`config.mk`:
```
export PLATFORM = sky130hd
export DESIGN_NAME = srsg_queue
export DESIGN_NICKNAME = d
export VERILOG_FILES = /design/src/sv/srsg_pkg.sv /design/src/sv/srsg_queue.sv
export SDC_FILE = /design/constraint.sdc
export NUM_CORES = 1
export LEC_CHECK = 0
export BUFFER_PORTS_ARGS = -buffer_cell sky130_fd_sc_hd__buf_2
export CAP_MARGIN = 25
export CORE_UTILIZATION = 56
export CTS_BUF_LIST = sky130_fd_sc_hd__clkbuf_8
export DETAILED_ROUTE_END_ITERATION = 8
export PLACE_DENSITY = 0.86
export SLEW_MARGIN = 20
export SYNTH_ARGS = -nofsm -noshare
export SYNTH_HDL_FRONTEND = slang
export SYNTH_SLANG_ARGS = --single-unit
```
`constraint.sdc`:
```
create_clock -name clk -period 4 [get_ports clk]
set_clock_uncertainty 0.15 [all_clocks]
set_input_delay 0.8 -clock clk [delete_from_list [all_inputs] [get_ports clk]]
set_output_delay 0.8 -clock clk [all_outputs]
set_load 0.005 [all_outputs]
```
`src/sv/srsg_pkg.sv`:
```
// srsg_pkg: shared widths, codes and payload types of the stepper ramp step generator
// no dependencies; compiled before every other file of the block

package srsg_pkg;

	// field widths
	localparam int CMD_W      = 3;
	localparam int IDX_W      = 8;
	localparam int WORD_W     = 16;
	localparam int CNT_W      = 24;
	localparam int DLY_W      = 16;
	localparam int PW_W       = 8;
	localparam int POS_W      = 32;
	localparam int CFG_IDX_W  = 3;
	localparam int CFG_DATA_W = 24;

	// defaults and fixed values
	localparam int TABLE_DEPTH_DEF = 256;
	localparam logic [PW_W-1:0]  PULSE_TICKS   = PW_W'(8);
	localparam logic [DLY_W-1:0] SLOW_DLY_RST  = DLY_W'(65535);
	localparam logic [DLY_W-1:0] MIN_DLY_RST   = DLY_W'(1000);

	// queue between front and back
	localparam int QUEUE_DEPTH = 2;

	// command codes on the input channel
	typedef enum logic [CMD_W-1:0] {
		CMD_STEP      = 3'd0,
		CMD_PULSE_END = 3'd1,
		CMD_LOAD_ACC  = 3'd2,
		CMD_LOAD_DEC  = 3'd3,
		CMD_START     = 3'd4
	} cmd_code_t;

	// configuration register indexes
	typedef enum logic [CFG_IDX_W-1:0] {
		REG_START_END  = 3'd0,
		REG_ACCEL_END  = 3'd1,
		REG_RUN_END    = 3'd2,
		REG_DECEL_END  = 3'd3,
		REG_MOVE_END   = 3'd4,
		REG_SLOW_DELAY = 3'd5,
		REG_FAST_DELAY = 3'd6,
		REG_REVERSE    = 3'd7
	} cfg_reg_t;

	// decoded operation carried through the queue
	typedef enum logic [2:0] {
		OP_NOP,
		OP_STEP,
		OP_PULSE_END,
		OP_LOAD_ACC,
		OP_LOAD_DEC,
		OP_START
	} op_t;

	typedef struct packed {
		op_t               op;
		logic [IDX_W-1:0]  table_index;
		logic [WORD_W-1:0] table_word;
	} item_t;

	typedef struct packed {
		logic [CNT_W-1:0] start_end;
		logic [CNT_W-1:0] accel_end;
		logic [CNT_W-1:0] run_end;
		logic [CNT_W-1:0] decel_end;
		logic [CNT_W-1:0] move_end;
		logic [DLY_W-1:0] slow_delay;
		logic [DLY_W-1:0] fast_delay;
		logic             reverse;
	} cfg_t;

	typedef struct packed {
		logic                    step_level;
		logic [DLY_W-1:0]        next_delay;
		logic [PW_W-1:0]         pulse_width;
		logic signed [POS_W-1:0] position;
		logic                    stopped;
	} res_t;

	// queue head as seen by the back part
	typedef struct packed {
		logic  vld;
		item_t item;
	} head_t;

endpackage

```
`src/sv/srsg_queue.sv`:
```
// srsg_queue: short fifo that decouples the command front from the execution back
// depends on srsg_pkg

module srsg_queue
	import srsg_pkg::*;
(
	input  logic  clk,
	input  logic  arst_n,
	input  logic  push_vld,
	input  item_t push_item,
	input  logic  pop,
	output logic  full,
	output head_t head
);

	localparam int PTR_W = $clog2(QUEUE_DEPTH);
	localparam int CNT_QW = $clog2(QUEUE_DEPTH + 1);

	item_t             entry_q [QUEUE_DEPTH];
	logic [PTR_W-1:0]  wr_ptr_q;
	logic [PTR_W-1:0]  rd_ptr_q;
	logic [CNT_QW-1:0] count_q;
	logic              do_pop;

	assign full      = count_q == CNT_QW'(QUEUE_DEPTH);
	assign head.vld  = count_q != '0;
	assign head.item = entry_q[rd_ptr_q];
	assign do_pop    = pop && head.vld;

	// storage
	always_ff @(posedge clk) begin
		if (push_vld) begin
			entry_q[wr_ptr_q] <= push_item;
		end
	end

	// pointers and fill level
	always_ff @(posedge clk or negedge arst_n) begin
		if (!arst_n) begin
			wr_ptr_q <= '0;
			rd_ptr_q <= '0;
			count_q  <= '0;
		end else begin
			if (push_vld) begin
				wr_ptr_q <= wr_ptr_q + PTR_W'(1);
			end
			if (do_pop) begin
				rd_ptr_q <= rd_ptr_q + PTR_W'(1);
			end
			if (push_vld && !do_pop) begin
				count_q <= count_q + CNT_QW'(1);
			end else if (do_pop && !push_vld) begin
				count_q <= count_q - CNT_QW'(1);
			end
		end
	end

endmodule

```
== Word level (Yosys, flattened, before mapping) ==
Memory sizes are Yosys's and may differ from the RTL's.
Cells that the tools add are included.
Storage, ports and cells
  memories: 1
  input port bits: 31
  output and inout bits: 29
  memory bits (writable): 54
  flip-flop bits (word level): 4
Operators by class
  reductions and logical operators: 7
  $add $sub $neg: 4
  equality and inequality tests: 1
  multiplexer cells: 4
Memories
  entry_q: depth 2, bits a word 27, rd ports 1, clocked after memory_dff 0, wr ports 1, RTL line srsg_queue.sv:19  | item_t entry_q [QUEUE_DEPTH];
Operator list (number)
  2-to-1 mux 2 bit: 2
  nonzero test 2 bit: 2
  logical AND 1 bit: 3
  adder 1 bit (second input constant): 2
  adder 2 x 1 -> 2 bit (second input constant): 1
  equality test 2 bit (second input constant): 1
  logical NOT 1 bit: 2
  2-to-1 mux 1 bit: 2
  subtractor 2 x 1 -> 2 bit (second input constant): 1

== Longest topological paths before layout ==
  depth after elaboration: 5
  mapped depth: 6
  mapped depth without buffers: 6

== Worst setup path after synthesis ==
Ideal clock, no wire load.
  kind: input to register
  start point: in push_vld
  end point: mem entry_q[0][0] (netlist name), enable pin
  data arrival time: 2.034 ns
  path slack: 1.402 ns
  required time: 3.436 ns
  path buffers: 0
  stages on the path: 1
  cells stage by stage: nor2b_1
On the way
  word-level cells in the longest chain between the ends: 2
Ends and longest elaborated chain
  from (decl): RTL line srsg_queue.sv:9  | input logic push_vld,
  2-to-1 mux 1 bit: RTL line srsg_queue.sv:32  | if (push_vld) begin
  2-to-1 mux 1 bit (not written as such): RTL line srsg_queue.sv:33  | entry_q[wr_ptr_q] <= push_item;
  to (decl): RTL line srsg_queue.sv:19
Every way passes these cells.

==> impl_metrics.py <==
metrics = {
    "sta": {
        "worst_pin_slew_ns": 0.9181,
        "drv_slew": 0,
        "min_period_ns": 3.020,
        "rsz0062_at_grt": "no",
        "finalHoldViolCount": 0,
        "maxSlewHeadroom_pct": 38.80,
        "fin_crit_sh_pct": 75.50,
        "tns_ns": 0,
        "clock.fmax_mhz": 331.1,
        "finalSetupViolCount": 0,
        "hold_slack_ns": 0.1230,
    },
    "global_route": {
        "overflow": 0,
        "grt_use_total_pct": 17.11,
        "grt_pass1_vias": 1111,
        "grt_pass1_wl_um": 5099,
        "antenna_found_initial": 0,
        "grt_max_degree": 28,
    },
    "routing": {
        "wire_per_inst_um": 14.67,
        "route.detailed.drc": 0,
        "drtAntennaViolNets": 0,
        "vias": 1117,
        "dr.pass1.iters": 4,
        "drt_iter0_markers": 29,
        "vias_per_cell": 5.032,
        "routed_wl_um": 3256,
    },
    "placement": {
        "portBuffers": 59,
        "place_hpwl_um": 2242,
        "place_inst": 206,
        "placed_area_um2": 2560,
        "gp_congestion": 0.6466,
    },
    "clock_tree": {
        "insertion_delay_ns": 0.32,
        "cts_resized": 0,
        "cts_num_sinks": 58,
        "root_buffer": "clkbuf_8",
        "cts_max_path_buffers": 2,
        "cts_tree": "done",
        "post_cts_buffers": 0,
        "h-tree-depth": 3,
        "hold_buffers": 0,
        "cts_inserted_buffers": 9,
        "clk_pin_slew_ns": 0.06,
    },
    "status": {
        "status": "completed",
    },
    "synth": {
        "synth_area_leaders": "edfxtp_1 (72%), mux2_4 (13%), dfrtp_1 (4.5%), mux2_2 (4.0%), buf_12 (1.8%)",
        "ys_seq_area_share_pct": 76.96,
        "synth_top_area_share_pct": 72.48,
        "avgSynthCellArea_um2": 22.37,
        "synth_cells": 100,
        "ys_warn_count": 0,
        "synthesis.nets": 132,
        "synth_cell_types": 14,
        "ys_ff_latch": 58,
        "yosysTopAreaCell": "edfxtp_1",
        "synth_area_um2": 2237,
    },
    "cells_and_area": {
        "nNetsFinal": 201,
        "areaGrowthSynthToFinish_pct": 21.20,
        "drive_above_1_share_pct": 57.47,
        "diodes": 0,
        "post-route-cell-area_um2": 2711,
        "final_cells": 222,
    },
    "die": {
        "rows": 22,
        "die_y_um": 65.21,
        "initial_core_util_pct": 59.76,
        "dieWidth_um": 65.21,
        "io_pins": 60,
        "coreArea_um2": 3744,
        "die-area_um2": 4252,
    },
    "pwr": {
        "p_clk_share_pct": 22.4,
        "powerDensity_nw_per_um2": 665.8,
        "ir_worst_vdd_uv": 388.0,
        "leakage_nw": 1.125,
        "seqPwrFrac_pct": 49.5,
        "power_frac_comb_pct": 28.1,
        "internal_power_mw": 1.326,
        "power_switching_mw": 0.4787,
        "swShare_pct": 26.52,
    },
    "critical_path": {
        "cp-start-kind": "flip-flop",
        "slowest_stage": "dfrtp_1",
        "crit_chain": "buf_4, mux2_4, buf_2",
        "required_ns": 3.05,
        "cp-startpoint": "rd_ptr_q$_DFFE_PN0P_",
        "cp.arrival_ns": 2.07,
        "rr_startpoint": "count_q[0]$_DFFE_PN0P_",
        "slowest_delay_ns": 0.94,
        "criticalPathCategory": "flip-flop to primary output",
        "crit_path_end_kind": "primary output",
        "worstPathMaxFanout": 19,
    },
    "worst_hold_path": {
        "worstHoldPathType": "input pin to async pin",
    },
    "flow_run": {
        "drv_cap": 0,
    },
}
==> Yosys cell counts (all sizes together) <==
| master | n |
|---|---|
| xnor2 | 2 |
| nor2b | 2 |
| nor2 | 1 |
| mux2 | 27 |
| ha | 1 |
| dfrtp | 4 |
| xor2 | 3 |
| nand2 | 1 |
| edfxtp | 54 |
| and2 | 1 |
| buf | 3 |
| or2 | 1 |
==> cells by family after synthesis <==
family | count (synthesis) | synth area share [%]
buffers and inverters | 3 | 2.293
adder cells (fa/ha/maj) | 1 | 0.5592
multiplexers | 27 | 16.78
AND/OR/NAND/NOR | 6 | 1.454
flip-flops | 58 | 76.96
XOR/XNOR | 5 | 1.958
==> sequential cells by signal, indices dropped and copies added (netlist names) <==
register	count
entry_q	54
count_q	2
rd_ptr_q	1
wr_ptr_q	1
==> cell usage in the layout, fill, tap and decap left out, types with 2 or more instances in the layout <==
cell,n
mux2_4,19
mux2_2,8
xnor2_1,2
edfxtp_1,54
buf_2,59
buf_4,2
xor2_1,3
clkbuf_8,9
inv_1,6
dfrtp_1,4
==> worst max-delay path: cells and delay by family (launching register included) <==
kind,cells,cell delay (ns)
flops,1,0.94
buf+inv,2,0.48
mux,1,0.32
==> layout make-up <==
class / instances / area (um^2)
clock inverter: 7 / 27.53
sequential: 58 / 1722
fill: 258 / 1032
timing repair buffer: 61 / 310.3
multi-input combinational: 39 / 467.9
tap: 48 / 60.06
clock buffer: 9 / 123.9
==> stage by stage <==
| stage | total power [mW] | util, % | worst slack [ns] |
|---|---|---|---|
| 2_1_floorplan | 1.271 | - | 1.402 |
| 3_3_place_gp | 1.401 | 68.35 | 1.338 |
| 3_5_place_dp | 1.424 | 68.38 | 1.294 |
| 4_1_cts | 1.827 | 72.43 | 0.9459 |
| 5_1_grt | 1.903 | 72.43 | 0.8652 |
| 6_report | 1.805 | 72.43 | 0.9800 |
==> power by group through the flow <==
stage / combinational [mW] / sequential [mW] / clock [mW]
floorplan: 0.415 / 0.856 / 0
global placement: 0.501 / 0.900 / 0
detailed placement: 0.515 / 0.909 / 0
CTS: 0.517 / 0.897 / 0.414
global route: 0.549 / 0.908 / 0.446
finish: 0.507 / 0.894 / 0.404
==> final timing paths <==
check / slack, ns / cells after the start / endpoint
setup / recovery: 0.98 / 3 / head[23]
hold / removal: 0.12 / 1 / count_q[1]$_DFFE_PN0P_
setup reg to reg: 2.38 / 6 / count_q[1]$_DFFE_PN0P_
hold reg to reg: 0.34 / 1 / count_q[1]$_DFFE_PN0P_
max in group asynchronous: 3.45 / 1 / rd_ptr_q$_DFFE_PN0P_
min in group clk: 0.34 / 1 / count_q[1]$_DFFE_PN0P_
==> routing by layer <==
| metal | part of all wire [%] | global-route usage (%) |
|---|---|---|
| met1 | 39 | 21.56 |
| met2 | 50 | 25.77 |
| met3 | 8.5 | 7.639 |
| met4 | 1.9 | 7.065 |
| met5 | 0 | 0 |
Power figures use the tool's default switching activity.
